--- src/design/cbc_pkg.sv ---
`default_nettype none
package cbc_pkg;

  localparam int unsigned MAX_WIDTH  = 1024;
  localparam int unsigned MAX_HEIGHT = 1024;

  localparam int unsigned CHAN_W  = 8;
  localparam int unsigned SIZE_W  = 11;
  localparam int unsigned COUNT_W = 21;
  localparam int unsigned SUM_W   = 30;
  localparam int unsigned CTR_W   = 10;
  localparam int unsigned CFG_W   = 21;
  localparam int unsigned IDX_W   = 3;

  localparam int unsigned COL_W  = $clog2(MAX_WIDTH);
  localparam int unsigned ROW_W  = $clog2(MAX_HEIGHT);
  // effective frame size, wide enough for the largest allowed maximum
  localparam int unsigned WEFF_W = 13;

  localparam int unsigned DIV_STEPS = SUM_W;
  localparam int unsigned STEP_W    = $clog2(DIV_STEPS + 1);

  localparam logic [IDX_W-1:0] CFG_TARGET_U     = 3'd0;
  localparam logic [IDX_W-1:0] CFG_TARGET_V     = 3'd1;
  localparam logic [IDX_W-1:0] CFG_THRESHOLD    = 3'd2;
  localparam logic [IDX_W-1:0] CFG_MIN_PIXELS   = 3'd3;
  localparam logic [IDX_W-1:0] CFG_FRAME_WIDTH  = 3'd4;
  localparam logic [IDX_W-1:0] CFG_FRAME_HEIGHT = 3'd5;

  localparam logic [CHAN_W-1:0]  RST_TARGET_U   = 8'd101;
  localparam logic [CHAN_W-1:0]  RST_TARGET_V   = 8'd188;
  localparam logic [CHAN_W-1:0]  RST_THRESHOLD  = 8'd16;
  localparam logic [COUNT_W-1:0] RST_MIN_PIXELS = 21'd0;
  localparam logic [SIZE_W-1:0]  RST_WIDTH      = 11'd640;
  localparam logic [SIZE_W-1:0]  RST_HEIGHT     = 11'd480;

  localparam logic [COUNT_W-1:0] COUNT_MAX = {COUNT_W{1'b1}};
  localparam logic [SUM_W-1:0]   SUM_MAX   = {SUM_W{1'b1}};

  typedef struct packed {
    logic [CHAN_W-1:0] red;
    logic [CHAN_W-1:0] green;
    logic [CHAN_W-1:0] blue;
  } pixel_t;

  typedef struct packed {
    logic               found;
    logic [CTR_W-1:0]   centre_x;
    logic [CTR_W-1:0]   centre_y;
    logic [COUNT_W-1:0] match_count;
  } result_t;

  typedef struct packed {
    logic accept;
    logic load_div;
    logic div_step;
    logic load_out;
  } cbc_cmd_t;

  typedef struct packed {
    logic frame_end;
    logic div_done;
    logic out_busy;
  } cbc_status_t;

  typedef enum logic {
    ST_RUN,
    ST_DIV
  } cbc_state_e;

  function automatic logic [WEFF_W-1:0] clamp_size(logic [SIZE_W-1:0] v,
                                                   logic [WEFF_W-1:0] hi);
    logic [WEFF_W-1:0] ve;
    ve = WEFF_W'(v);
    if (ve < WEFF_W'(3)) return WEFF_W'(3);
    if (ve > hi) return hi;
    return ve;
  endfunction

  // ((s + 127) >> 8) + 128 folded into one offset; the sum stays positive
  function automatic logic [CHAN_W-1:0] chroma_u(logic [CHAN_W-1:0] r,
                                                 logic [CHAN_W-1:0] g,
                                                 logic [CHAN_W-1:0] b);
    logic signed [17:0] s;
    s = 18'sd32895 - 18'sd38 * signed'({10'd0, r}) - 18'sd74 * signed'({10'd0, g})
        + 18'sd112 * signed'({10'd0, b});
    return s[15:8];
  endfunction

  function automatic logic [CHAN_W-1:0] chroma_v(logic [CHAN_W-1:0] r,
                                                 logic [CHAN_W-1:0] g,
                                                 logic [CHAN_W-1:0] b);
    logic signed [17:0] s;
    s = 18'sd32895 + 18'sd112 * signed'({10'd0, r}) - 18'sd94 * signed'({10'd0, g})
        - 18'sd18 * signed'({10'd0, b});
    return s[15:8];
  endfunction

  function automatic logic in_window(logic [CHAN_W-1:0] val,
                                     logic [CHAN_W-1:0] target,
                                     logic [CHAN_W-1:0] thr);
    logic [CHAN_W:0] lo;
    logic [CHAN_W:0] hi;
    lo = (target >= thr) ? {1'b0, target - thr} : '0;
    hi = {1'b0, target} + {1'b0, thr};
    return ({1'b0, val} >= lo) && ({1'b0, val} <= hi);
  endfunction

endpackage
`default_nettype wire

--- src/design/cbc_ctrl.sv ---
`default_nettype none
module cbc_ctrl
  import cbc_pkg::*;
(
  input  wire         clk_i,
  input  wire         rst_ni,
  input  wire         in_valid_i,
  output logic        in_ready_o,
  input  cbc_status_t status_i,
  output cbc_cmd_t    cmd_o
);

  cbc_state_e state_q, state_d;

  always_ff @(posedge clk_i or negedge rst_ni) begin
    if (!rst_ni) begin
      state_q <= ST_RUN;
    end else begin
      state_q <= state_d;
    end
  end

  always_comb begin
    state_d    = state_q;
    in_ready_o = 1'b0;
    cmd_o      = '0;
    case (state_q)
      ST_RUN: begin
        in_ready_o   = 1'b1;
        cmd_o.accept = in_valid_i;
        if (in_valid_i && status_i.frame_end) begin
          cmd_o.load_div = 1'b1;
          state_d        = ST_DIV;
        end
      end
      ST_DIV: begin
        if (!status_i.div_done) begin
          cmd_o.div_step = 1'b1;
        end else if (!status_i.out_busy) begin
          // previous result gone or being taken, hand the new one over
          cmd_o.load_out = 1'b1;
          state_d        = ST_RUN;
        end
      end
      default: begin
        state_d = ST_RUN;
      end
    endcase
  end

endmodule
`default_nettype wire

--- src/design/cbc_datapath.sv ---
`default_nettype none
module cbc_datapath
  import cbc_pkg::*;
(
  input  wire                clk_i,
  input  wire                rst_ni,
  input  pixel_t             pixel_i,
  input  cbc_cmd_t           cmd_i,
  output cbc_status_t        status_o,
  input  wire                cfg_write_i,
  input  wire  [IDX_W-1:0]   cfg_index_i,
  input  wire  [CFG_W-1:0]   cfg_data_i,
  output logic               out_valid_o,
  input  wire                out_ready_i,
  output result_t            out_data_o
);

  logic [CHAN_W-1:0]  target_u_q, target_v_q, thr_q;
  logic [COUNT_W-1:0] min_pixels_q;
  logic [SIZE_W-1:0]  width_q, height_q;

  logic [COL_W-1:0]   col_q, col_d;
  logic [ROW_W-1:0]   row_q, row_d;
  logic [COUNT_W-1:0] count_q, count_d;
  logic [SUM_W-1:0]   col_sum_q, col_sum_d;
  logic [SUM_W-1:0]   row_sum_q, row_sum_d;

  logic [COUNT_W-1:0] den_q;
  logic [SUM_W-1:0]   qx_q, qy_q;
  logic [COUNT_W-1:0] rx_q, ry_q;
  logic [STEP_W-1:0]  step_q;
  logic               found_q;

  logic               out_valid_q;
  result_t            out_q;

  logic [WEFF_W-1:0]  w_eff, h_eff;
  logic               last_col, last_row, interior, hit;
  logic [CHAN_W-1:0]  u_val, v_val;
  logic [SUM_W:0]     col_add, row_add;
  logic [COUNT_W:0]   rx_sh, ry_sh;
  logic               gex, gey;

  always_ff @(posedge clk_i or negedge rst_ni) begin
    if (!rst_ni) begin
      target_u_q   <= RST_TARGET_U;
      target_v_q   <= RST_TARGET_V;
      thr_q        <= RST_THRESHOLD;
      min_pixels_q <= RST_MIN_PIXELS;
      width_q      <= RST_WIDTH;
      height_q     <= RST_HEIGHT;
    end else if (cfg_write_i) begin
      case (cfg_index_i)
        CFG_TARGET_U:     target_u_q   <= cfg_data_i[CHAN_W-1:0];
        CFG_TARGET_V:     target_v_q   <= cfg_data_i[CHAN_W-1:0];
        CFG_THRESHOLD:    thr_q        <= cfg_data_i[CHAN_W-1:0];
        CFG_MIN_PIXELS:   min_pixels_q <= cfg_data_i[COUNT_W-1:0];
        CFG_FRAME_WIDTH:  width_q      <= cfg_data_i[SIZE_W-1:0];
        CFG_FRAME_HEIGHT: height_q     <= cfg_data_i[SIZE_W-1:0];
        default: ;
      endcase
    end
  end

  assign w_eff = clamp_size(width_q, WEFF_W'(MAX_WIDTH));
  assign h_eff = clamp_size(height_q, WEFF_W'(MAX_HEIGHT));

  assign last_col = WEFF_W'(col_q) >= (w_eff - WEFF_W'(1));
  assign last_row = WEFF_W'(row_q) >= (h_eff - WEFF_W'(1));
  assign interior = (col_q != '0) && !last_col && (row_q != '0) && !last_row;

  assign u_val = chroma_u(pixel_i.red, pixel_i.green, pixel_i.blue);
  assign v_val = chroma_v(pixel_i.red, pixel_i.green, pixel_i.blue);
  assign hit   = interior && in_window(u_val, target_u_q, thr_q)
                 && in_window(v_val, target_v_q, thr_q);

  assign col_add = {1'b0, col_sum_q} + (SUM_W + 1)'(col_q);
  assign row_add = {1'b0, row_sum_q} + (SUM_W + 1)'(row_q);

  always_comb begin
    col_d     = col_q;
    row_d     = row_q;
    count_d   = count_q;
    col_sum_d = col_sum_q;
    row_sum_d = row_sum_q;
    if (cmd_i.accept) begin
      if (hit) begin
        count_d   = (count_q == COUNT_MAX) ? COUNT_MAX : count_q + COUNT_W'(1);
        col_sum_d = col_add[SUM_W] ? SUM_MAX : col_add[SUM_W-1:0];
        row_sum_d = row_add[SUM_W] ? SUM_MAX : row_add[SUM_W-1:0];
      end
      if (!last_col) begin
        col_d = col_q + COL_W'(1);
      end else begin
        col_d = '0;
        if (!last_row) begin
          row_d = row_q + ROW_W'(1);
        end else begin
          row_d     = '0;
          count_d   = '0;
          col_sum_d = '0;
          row_sum_d = '0;
        end
      end
    end
  end

  always_ff @(posedge clk_i or negedge rst_ni) begin
    if (!rst_ni) begin
      col_q     <= '0;
      row_q     <= '0;
      count_q   <= '0;
      col_sum_q <= '0;
      row_sum_q <= '0;
    end else begin
      col_q     <= col_d;
      row_q     <= row_d;
      count_q   <= count_d;
      col_sum_q <= col_sum_d;
      row_sum_q <= row_sum_d;
    end
  end

  // two restoring dividers sharing the count as divisor, one quotient bit a cycle
  assign rx_sh = {rx_q, qx_q[SUM_W-1]};
  assign ry_sh = {ry_q, qy_q[SUM_W-1]};
  assign gex   = rx_sh >= {1'b0, den_q};
  assign gey   = ry_sh >= {1'b0, den_q};

  always_ff @(posedge clk_i or negedge rst_ni) begin
    if (!rst_ni) begin
      step_q <= '0;
    end else if (cmd_i.load_div) begin
      step_q <= '0;
    end else if (cmd_i.div_step) begin
      step_q <= step_q + STEP_W'(1);
    end
  end

  always_ff @(posedge clk_i) begin
    if (cmd_i.load_div) begin
      den_q   <= count_q;
      found_q <= count_q > min_pixels_q;
      qx_q    <= col_sum_q;
      qy_q    <= row_sum_q;
      rx_q    <= '0;
      ry_q    <= '0;
    end else if (cmd_i.div_step) begin
      qx_q <= {qx_q[SUM_W-2:0], gex};
      qy_q <= {qy_q[SUM_W-2:0], gey};
      rx_q <= gex ? COUNT_W'(rx_sh - {1'b0, den_q}) : rx_sh[COUNT_W-1:0];
      ry_q <= gey ? COUNT_W'(ry_sh - {1'b0, den_q}) : ry_sh[COUNT_W-1:0];
    end
  end

  always_ff @(posedge clk_i or negedge rst_ni) begin
    if (!rst_ni) begin
      out_valid_q <= 1'b0;
    end else if (cmd_i.load_out) begin
      out_valid_q <= 1'b1;
    end else if (out_ready_i) begin
      out_valid_q <= 1'b0;
    end
  end

  always_ff @(posedge clk_i) begin
    if (cmd_i.load_out) begin
      out_q.found       <= found_q;
      out_q.centre_x    <= (den_q == '0) ? '0 : qx_q[CTR_W-1:0];
      out_q.centre_y    <= (den_q == '0) ? '0 : qy_q[CTR_W-1:0];
      out_q.match_count <= den_q;
    end
  end

  assign status_o.frame_end = last_col && last_row;
  assign status_o.div_done  = step_q == STEP_W'(DIV_STEPS);
  assign status_o.out_busy  = out_valid_q && !out_ready_i;

  assign out_valid_o = out_valid_q;
  assign out_data_o  = out_q;

endmodule
`default_nettype wire

--- src/design/color_blob_centroid_core.sv ---
`default_nettype none
// channel   direction  handshake               payload
// pixel     in         in_valid_i / in_ready_o    in_data_i (pixel_t)
// result    out        out_valid_o / out_ready_i  out_data_o (result_t)
// config    in         cfg_valid_i / cfg_ready_o  cfg_index_i, cfg_data_i
//
// one pixel per cycle within a frame; the chroma test and accumulation sit in one cycle
// the last pixel of a frame starts a bit-serial divide of the sums by the count,
// pixel input is held off during the divide and while the result register is loaded;
// the divide end also waits while a previous result is still untaken
// reset restores the register defaults and clears position and accumulators at once
// config writes are always taken, one per cycle
module color_blob_centroid_core
  import cbc_pkg::*;
(
  input  wire               clk_i,
  input  wire               rst_ni,
  input  wire               in_valid_i,
  output logic              in_ready_o,
  input  pixel_t            in_data_i,
  output logic              out_valid_o,
  input  wire               out_ready_i,
  output result_t           out_data_o,
  input  wire               cfg_valid_i,
  output logic              cfg_ready_o,
  input  wire [IDX_W-1:0]   cfg_index_i,
  input  wire [CFG_W-1:0]   cfg_data_i
);

  cbc_cmd_t    cmd;
  cbc_status_t status;

  assign cfg_ready_o = 1'b1;

  cbc_ctrl u_ctrl (
    .clk_i      (clk_i),
    .rst_ni     (rst_ni),
    .in_valid_i (in_valid_i),
    .in_ready_o (in_ready_o),
    .status_i   (status),
    .cmd_o      (cmd)
  );

  cbc_datapath u_dp (
    .clk_i       (clk_i),
    .rst_ni      (rst_ni),
    .pixel_i     (in_data_i),
    .cmd_i       (cmd),
    .status_o    (status),
    .cfg_write_i (cfg_valid_i && cfg_ready_o),
    .cfg_index_i (cfg_index_i),
    .cfg_data_i  (cfg_data_i),
    .out_valid_o (out_valid_o),
    .out_ready_i (out_ready_i),
    .out_data_o  (out_data_o)
  );

  a_load_out_after_div : assert property (@(posedge clk_i) disable iff (!rst_ni)
    cmd.load_out |-> status.div_done)
    else $error("result loaded before divide finished");

  a_no_overwrite : assert property (@(posedge clk_i) disable iff (!rst_ni)
    cmd.load_out |-> !(out_valid_o && !out_ready_i))
    else $error("pending result overwritten");

  a_div_from_accept : assert property (@(posedge clk_i) disable iff (!rst_ni)
    cmd.load_div |-> (in_valid_i && in_ready_o && status.frame_end))
    else $error("divide started without frame end transaction");

  a_stall_after_frame : assert property (@(posedge clk_i) disable iff (!rst_ni)
    cmd.load_div |=> !in_ready_o)
    else $error("pixel input open during divide");

endmodule
`default_nettype wire
--- config.mk ---
export PLATFORM = sky130hd
export DESIGN_NAME = color_blob_centroid_core
export DESIGN_NICKNAME = d
export VERILOG_FILES = /design/src/design/cbc_pkg.sv /design/src/design/cbc_ctrl.sv /design/src/design/cbc_datapath.sv /design/src/design/color_blob_centroid_core.sv
export SDC_FILE = /design/constraint.sdc
export NUM_CORES = 1
export LEC_CHECK = 0
export CORE_ASPECT_RATIO = 0.8
export CORE_MARGIN = 2
export CORE_UTILIZATION = 60
export DETAILED_ROUTE_END_ITERATION = 10
export DONT_BUFFER_PORTS = 1
export PLACE_DENSITY = 0.81
export SYNTH_ARGS = -nofsm -noshare
export SYNTH_HDL_FRONTEND = slang
export SYNTH_SLANG_ARGS = --single-unit
--- constraint.sdc ---
create_clock -name clk_i -period 6.05 [get_ports clk_i]
set_input_delay 1.21 -clock clk_i [delete_from_list [all_inputs] [get_ports clk_i]]
set_output_delay 1.21 -clock clk_i [all_outputs]
set_load 0.05 [all_outputs]
## Yosys cells after proc, flatten, opt, wreduce, memory -nomap -nowiden

Cells that the tools add are included.

| word-level totals | value |
|---|---|
| input port bits | 53 |
| word-level logic and storage cells | 149 |
| output and inout port bits | 45 |
| bits in registers | 341 |

| operators by class | value |
|---|---|
| multiplexer cells | 50 |
| add/subtract/negate cells | 20 |
| magnitude comparators | 15 |
| bitwise logic cells | 1 |
| equal/unequal tests | 7 |
| reduce and logical (&&, ||, !) cells | 26 |
| multiply operators | 6 |

Operator list:

| operator | count |
|---|---|
| 30-bit 2-to-1 mux | 12 |
| 21-bit 2-to-1 mux | 6 |
| 13-bit 2-to-1 mux | 8 |
| 30-bit by 10-bit adder with 31-bit output | 2 |
| 16-bit subtractor | 3 |
| 22-bit by 21-bit >= comparator with 1-bit output | 2 |
| 21-bit subtractor | 2 |
| 6-bit by 8-bit multiplier with 14-bit output, first input constant | 2 |
| 10-bit by 13-bit >= comparator with 1-bit output | 2 |
| 13-bit by 1-bit subtractor with 13-bit output, second input constant | 2 |
| 11-bit > comparator, second input constant | 2 |
| 11-bit by 2-bit < comparator with 1-bit output, second input constant | 2 |
| 3-bit by 8-bit multiplier with 11-bit output, first input constant | 2 |
| 21-bit by 1-bit adder with 21-bit output, second input constant | 1 |
| 21-bit equality test, second input constant | 1 |
| 21-bit > comparator | 1 |
| 21-bit zero test | 1 |
| 10-bit by 1-bit adder with 10-bit output, second input constant | 2 |
| 10-bit 2-to-1 mux | 2 |
| 10-bit nonzero test | 2 |
| 8-bit by 8-bit adder with 9-bit output | 2 |
| 8-bit by 9-bit >= comparator with 1-bit output | 2 |
| 8-bit by 9-bit less-or-equal comparator with 1-bit output | 2 |
| 16-bit adder | 1 |
| 22 further kinds | 61 |

## Longest topological paths before layout

| depth | value |
|---|---|
| depth after elaboration | 16 |
| mapped depth | 39 |
| gate-level depth less buffers | 37 |

## Modules after synthesis

From an unflattened synthesis, not the netlist that was laid out.

| unflattened totals | value |
|---|---|
| cells, all modules | 2,564 |
| area total of the unflattened synthesis | 25,545.8 µm² |

By module, submodules not included:

| module | area each (µm²) | sequential area each (µm²) | instances | cells an instance |
|---|---|---|---|---|
| cbc_datapath | 25,463.2 | 8,938.6 | 1 | 2,554 |
| cbc_ctrl | 71.3 | 25.0 | 1 | 8 |
| color_blob_centroid_core | 11.3 | 0.0 | 1 | 2 |

## Worst setup path before layout

Ideal clock, no wire load.

| path | value |
|---|---|
| kind | input to register |
| start | in in_data_i[10] (netlist bit) |
| end | reg u_dp.col_sum_q[24] |
| data required time | 5.914 ns |
| path buffers | 2 |
| path slack | -2.770 ns |
| stages on the path | 36 |
| data arrival time | 8.684 ns |
| library setup time | 0.136 ns |
| cell sequence | inv_1 -> fa_1 -> inv_1 -> ha_1 -> inv_1 -> fa_1 -> fa_1 -> nor2b_1 -> o21ai_0 -> a21boi_0 -> o21ai_0 -> a21boi_0 -> nor2_1 -> fa_1 -> inv_1 -> ha_1 -> ha_1 -> and3_1 -> a221o_1 -> a211o_1 -> a21oi_1 -> nor2_1 -> o21a_1 -> o21a_1 -> nor2_1 -> xnor2_1 -> ha_1 -> nand3_1 -> or2_2 -> o211ai_1 -> nand4b_1 -> or3_1 -> buf_2 -> buf_6 -> o41ai_2 -> a21oi_1 |

| on the way | value |
|---|---|
| cells in the longest elaborated chain, start to end | 10 |
| elaborated cells on any way between the ends | 17 |
| classes of those cells | add/sub (4); mul (2); order compare (4); mux (3); reduce/logical (4) |

Ends and longest elaborated chain:

| element | line | RTL |
|---|---|---|
| start, declared | color_blob_centroid_core.sv:20 | `input pixel_t in_data_i,` |
| 6-bit by 8-bit multiplier with 14-bit output | cbc_pkg.sv:85 | `s = 18'sd32895 - 18'sd38 * signed'({10'd0, r}) - 18'sd74 * signed'({10'd0, g})` |
| 16-bit subtractor | cbc_pkg.sv:85 |  |
| 16-bit adder | cbc_pkg.sv:86 | `+ 18'sd112 * signed'({10'd0, b});` |
| 8-bit by 9-bit >= comparator with 1-bit output or 8-bit by 9-bit less-or-equal comparator with 1-bit output (tied branches) | cbc_pkg.sv:106 | `return ({1'b0, val} >= lo) && ({1'b0, val} <= hi);` |
| 1-bit logical AND | cbc_pkg.sv:106 |  |
| 1-bit logical AND | cbc_datapath.sv:74 | `assign hit = interior && in_window(u_val, target_u_q, thr_q)` |
| 1-bit logical AND * | cbc_datapath.sv:75 | `&& in_window(v_val, target_v_q, thr_q);` |
| 30-bit 2-to-1 mux * | cbc_datapath.sv:87 | `if (hit) begin` |
| 30-bit 2-to-1 mux | cbc_datapath.sv:96 | `if (!last_row) begin` |
| 30-bit 2-to-1 mux * | cbc_datapath.sv:92 | `if (!last_col) begin` |
| end signal, assigned | cbc_datapath.sv:119 | `col_sum_q <= col_sum_d;` |
| end, declared | cbc_datapath.sv:25 | `logic [SUM_W-1:0] col_sum_q, col_sum_d;` |

Mark *: on every way between the ends. The rest lies on a longest branch, timed or not.
A chain may end at the register's enable or synchronous reset.

## Final worst setup path

| path | value |
|---|---|
| start | in in_data_i[11] (netlist bit) |
| end | reg u_dp.row_sum_q[21] |

| on the way | value |
|---|---|
| cells in the longest elaborated chain, start to end | 10 |
| elaborated cells on any way between the ends | 17 |
| classes of those cells | add/sub (4); mul (2); order compare (4); mux (3); reduce/logical (4) |

Ends and longest elaborated chain:

| element | line | RTL |
|---|---|---|
| 6-bit by 8-bit multiplier with 14-bit output | cbc_pkg.sv:85 |  |
| 16-bit subtractor | cbc_pkg.sv:85 |  |
| 16-bit adder | cbc_pkg.sv:86 |  |
| 8-bit by 9-bit >= comparator with 1-bit output or 8-bit by 9-bit less-or-equal comparator with 1-bit output (tied branches) | cbc_pkg.sv:106 |  |
| 1-bit logical AND | cbc_pkg.sv:106 |  |
| 1-bit logical AND | cbc_datapath.sv:74 |  |
| 1-bit logical AND * | cbc_datapath.sv:75 |  |
| 30-bit 2-to-1 mux * | cbc_datapath.sv:87 |  |
| 30-bit 2-to-1 mux | cbc_datapath.sv:96 |  |
| 30-bit 2-to-1 mux * | cbc_datapath.sv:92 |  |
| end signal, assigned | cbc_datapath.sv:120 | `row_sum_q <= row_sum_d;` |
| end, declared | cbc_datapath.sv:26 | `logic [SUM_W-1:0] row_sum_q, row_sum_d;` |

Marks and branches as above.

==> impl_results.md <==
* Mux share of post-synthesis cell area at 3.552%
* First-pass GRT wire length at 108800 um
* Die span in y at 189.2 um
* Flop2flop setup slack at 0.44 ns
* Most common cell after layout, fill and taps aside: nand2_1
* Rows at 67
* Synth Warn # at 0
* Finished Cell Area at 29600 um2
* Endpoints failing hold at 0
* I/O Pins at 98
* Antenna viol nets, final at 0
* Area of the core at 42080 um2
* Fmax at 121.3 MHz
* Simple-gate area share of the yosys netlist at 15.65%
* GPL Wtd Cong at 0.9508
* Reg clk slew, reported paths at 0.06 ns
* Vias in the first global route at 21270
* Fill cells at 3039
* Die width at 235.5 um
* RR Startpoint: u_dp.width_q[8]$_DFFE_PN0P_
* Clock sinks at 341
* Tot Pwr at 0.01876 W
* Clock Tree Buf Depth at 3
* Largest family of logic cells by synthesized area: adder cells
* Setup TNS at -165.77 ns
* WL/cell at 19.39 um
* Unrepaired setup endpoints after global routing: yes
* Top FF cell, synth: dfrtp_1
* Port Buffers at 0
* Starting Density at 61.10%
* CTS tree: built
* CP max FO at 6
* Endpoint of the worst-slack reg-to-reg timing path: u_dp.qx_q[0]$_DFFE_PP_
* WP data required at 6.52 ns
* # Max-Cap Violations at 0
* DP HPWL at 48740 um
* PwrDens at 633.6 nW/um2
* Xor/xnor cell area share of the yosys netlist at 4.768%
* Synth cell types at 81
* Clk root buf: clkbuf_16
* Layout cell share with drive strength beyond 1 at 15.50%
* Slowest CP cell: fa_1
* Cts bufs inserted at 35
* Via/cell ratio at 6.160
* Clock Latency Late Sink at 0.55 ns
* Final period utilization at 136.2%
* Layout area overhead at 15.12%
* Clock Skew at 0.02611 ns
* DRC at 0
* Detailed Route Iter0 Violations at 2230
* Lkg Pwr at 13.87 nW
* H-tree depth at 2
* Final setup violation count at 81
* Setup CP Type: in -> reg
* Initial antenna violation count at 2
* Worst Setup Start Kind: input port
* Finished Core Util at 70.34%
* Worst setup EP type: flop
* Final WL at 67270 um
* CP arrival at 8.72 ns
* Yosys reg bits at 341
* Synthesized netlist cell count at 2736
* Setup WS post-layout at -2.192 ns
* Adder-cell area share of the yosys netlist at 21.41%
* Aggregate global-route resource usage at 29.88%
* Sequential share of the synthesized area at 34.86%
* Min Tclk post-route at 8.242 ns
* Max stage delay on crit path at 0.55 ns
* GRT overflow at 0
* EDFF count, synth at 124
* Worst Max-Slew Pin Slew at 1.278 ns
* Synth Area in Compound Gates at 14.66%
* Pre-CTS setup slack at -3.006 ns
* Violated checks: setup timing
* Area post-placement at 27570 um2
* Worst rel slew slack at 12.62%
* TritonRoute pass-1 iters at 5
* Largest net degree at the start of global routing at 176
* Most frequent cells in the layout: 343 x nand2_1, 319 x ha_1, 244 x inv_1, 171 x buf_4, 159 x dfrtp_1
* Max-slew violations at 0
* Hold crit path type: in -> async
* Peak VDD IR at 1.424 mV
* Syn_area_per_cell at 9.399 um2
* Via Count at 21380
* Cell area after synthesis at 25710 um2
* Die area at 44540 um2
* Reg2reg path depth at 17
* # nets final at 3340
* Status: finished with violations
* Syn nets at 3186
* Fraction of registers with async set/reset at 51.32%
[final cells by class]
class                           instances  area [um2]  area share (%)
Clock buffer                           46       947.2           3.200
Clock inverter                         18       191.4          0.6467
Inverter                              256       974.7           3.293
Multi-Input combinational cell       2056       16060           54.26
Sequential cell                       341        8964           30.28
Tap cell                              552       690.7           2.333
Timing Repair Buffer                  200        1770           5.981
Antenna cell                            1       2.502        0.008453
[worst max-delay path, delay by kind of cell]
kind	cells	cell delay (ns)
AO/OA/AOI/OAI	10	1.92
AND/OR/NAND/NOR	9	1.25
XOR/XNOR	1	0.11
adder cells (fa/ha/maj)	8	3.18
buffers and inverters	9	1.01
[worst max path at each step]
stage	from	to	slack, ns
floorplan	in_data_i[11]	u_dp.count_q[12]$_DFFE_PN0P_	-2.23
global placement	in_data_i[13]	u_dp.row_sum_q[29]$_DFFE_PN0P_	-2.86
detailed placement	in_data_i[13]	u_dp.col_sum_q[15]$_DFFE_PN0P_	-3.01
CTS	in_data_i[11]	u_dp.row_sum_q[29]$_DFFE_PN0P_	-2.02
global route	in_data_i[11]	u_dp.row_sum_q[21]$_DFFE_PN0P_	-2.47
finish	in_data_i[11]	u_dp.row_sum_q[21]$_DFFE_PN0P_	-2.19
[where the power goes]
part	internal [W]	leakage, nW	total [W]	switching, W
clock	0.00121	0.550	0.00218	0.000966
sequential	0.00262	3.64	0.00290	0.000276
combinational	0.00704	9.68	0.0137	0.00664
total	0.0109	13.9	0.0188	0.00788
[metal layers]
layer	GRT usage (%)	share of wire (%)	up-vias
met4	7.815	2.3	2
li1	-	-	9993
met3	4.928	7.9	139
met5	0	0.019	-
met1	42.09	44	10420
met2	48.24	46	818
[sequential cells by signal (all words and copies together), names as in the netlist, 8 cells and up]
| signal | flops |
|---|---|
| u_dp.qy_q | 30 |
| u_dp.row_q | 10 |
| u_dp.qx_q | 30 |
| u_dp.thr_q | 8 |
| u_dp.count_q | 21 |
| u_dp.den_q | 21 |
| u_dp.width_q | 11 |
| u_dp.min_pixels_q | 21 |
| u_dp.out_data_o | 42 |
| u_dp.target_v_q | 8 |
| u_dp.col_sum_q | 30 |
| u_dp.rx_q | 21 |
| u_dp.ry_q | 21 |
| u_dp.col_q | 10 |
| u_dp.height_q | 11 |
| u_dp.row_sum_q | 30 |
| u_dp.target_u_q | 8 |
[cell families after synthesis]
kind of cell | count (synthesis)
and+or+nand+nor | 845
AOI/OAI and AO/OA | 587
adders and majority gates | 399
DFF | 341
buffers and inverters | 339
xor gates and xnor gates | 140
muxes | 84
other | 1
[what timing repair did]
action / 4_1_cts / 5_1_grt
gates cloned: 5 / 3
resized for setup: 54 / 71
hold buffers: 0 / 0
buffers inserted: 14 / 13
endpoints found under the setup margin: 81 / 81
pin swaps: 28 / 44
[synthesized netlist by cell type, types with 7 or more instances]
cell type | number | area share [%]
and4_1 | 7 | 0.24
xnor2_1 | 96 | 3.3
o31ai_1 | 14 | 0.41
mux2i_1 | 26 | 1.0
o21ai_0 | 142 | 2.8
o21bai_1 | 27 | 0.79
clkbuf_1 | 59 | 0.86
nor3_1 | 49 | 0.95
xor2_1 | 44 | 1.5
and3_1 | 29 | 0.71
nand4b_1 | 8 | 0.27
mux2_2 | 58 | 2.5
dfxtp_1 | 42 | 3.3
dfstp_2 | 16 | 1.6
and2_1 | 19 | 0.46
o211ai_1 | 20 | 0.58
nor2_1 | 133 | 1.9
ha_1 | 328 | 16
nand3_1 | 73 | 1.4
fa_1 | 69 | 5.4
a21oi_1 | 160 | 3.1
edfxtp_1 | 124 | 14
nand4_1 | 42 | 1.0
a21o_1 | 52 | 1.5
nand2b_1 | 22 | 0.54
nor4_1 | 16 | 0.39
a31oi_1 | 34 | 0.83
buf_2 | 13 | 0.25
a211oi_1 | 12 | 0.35
a311oi_1 | 11 | 0.37
a21boi_0 | 9 | 0.26
inv_1 | 256 | 3.7
dfrtp_1 | 159 | 15
nor2b_1 | 58 | 1.4
or3_1 | 15 | 0.36
or2_2 | 7 | 0.17
nand2_1 | 344 | 5.0
buf_1 | 8 | 0.12
o21a_1 | 22 | 0.64
[metrics by stage]
stage	instances	hold WS, ns
final	3470	0.3801
after CTS	3458	0.3643
after global routing	3470	0.3582
after global placement	3375	0.4071
after floorplan	2736	0.4003
after detailed placement	3375	0.4089
(Power assumes the default switching activity.)
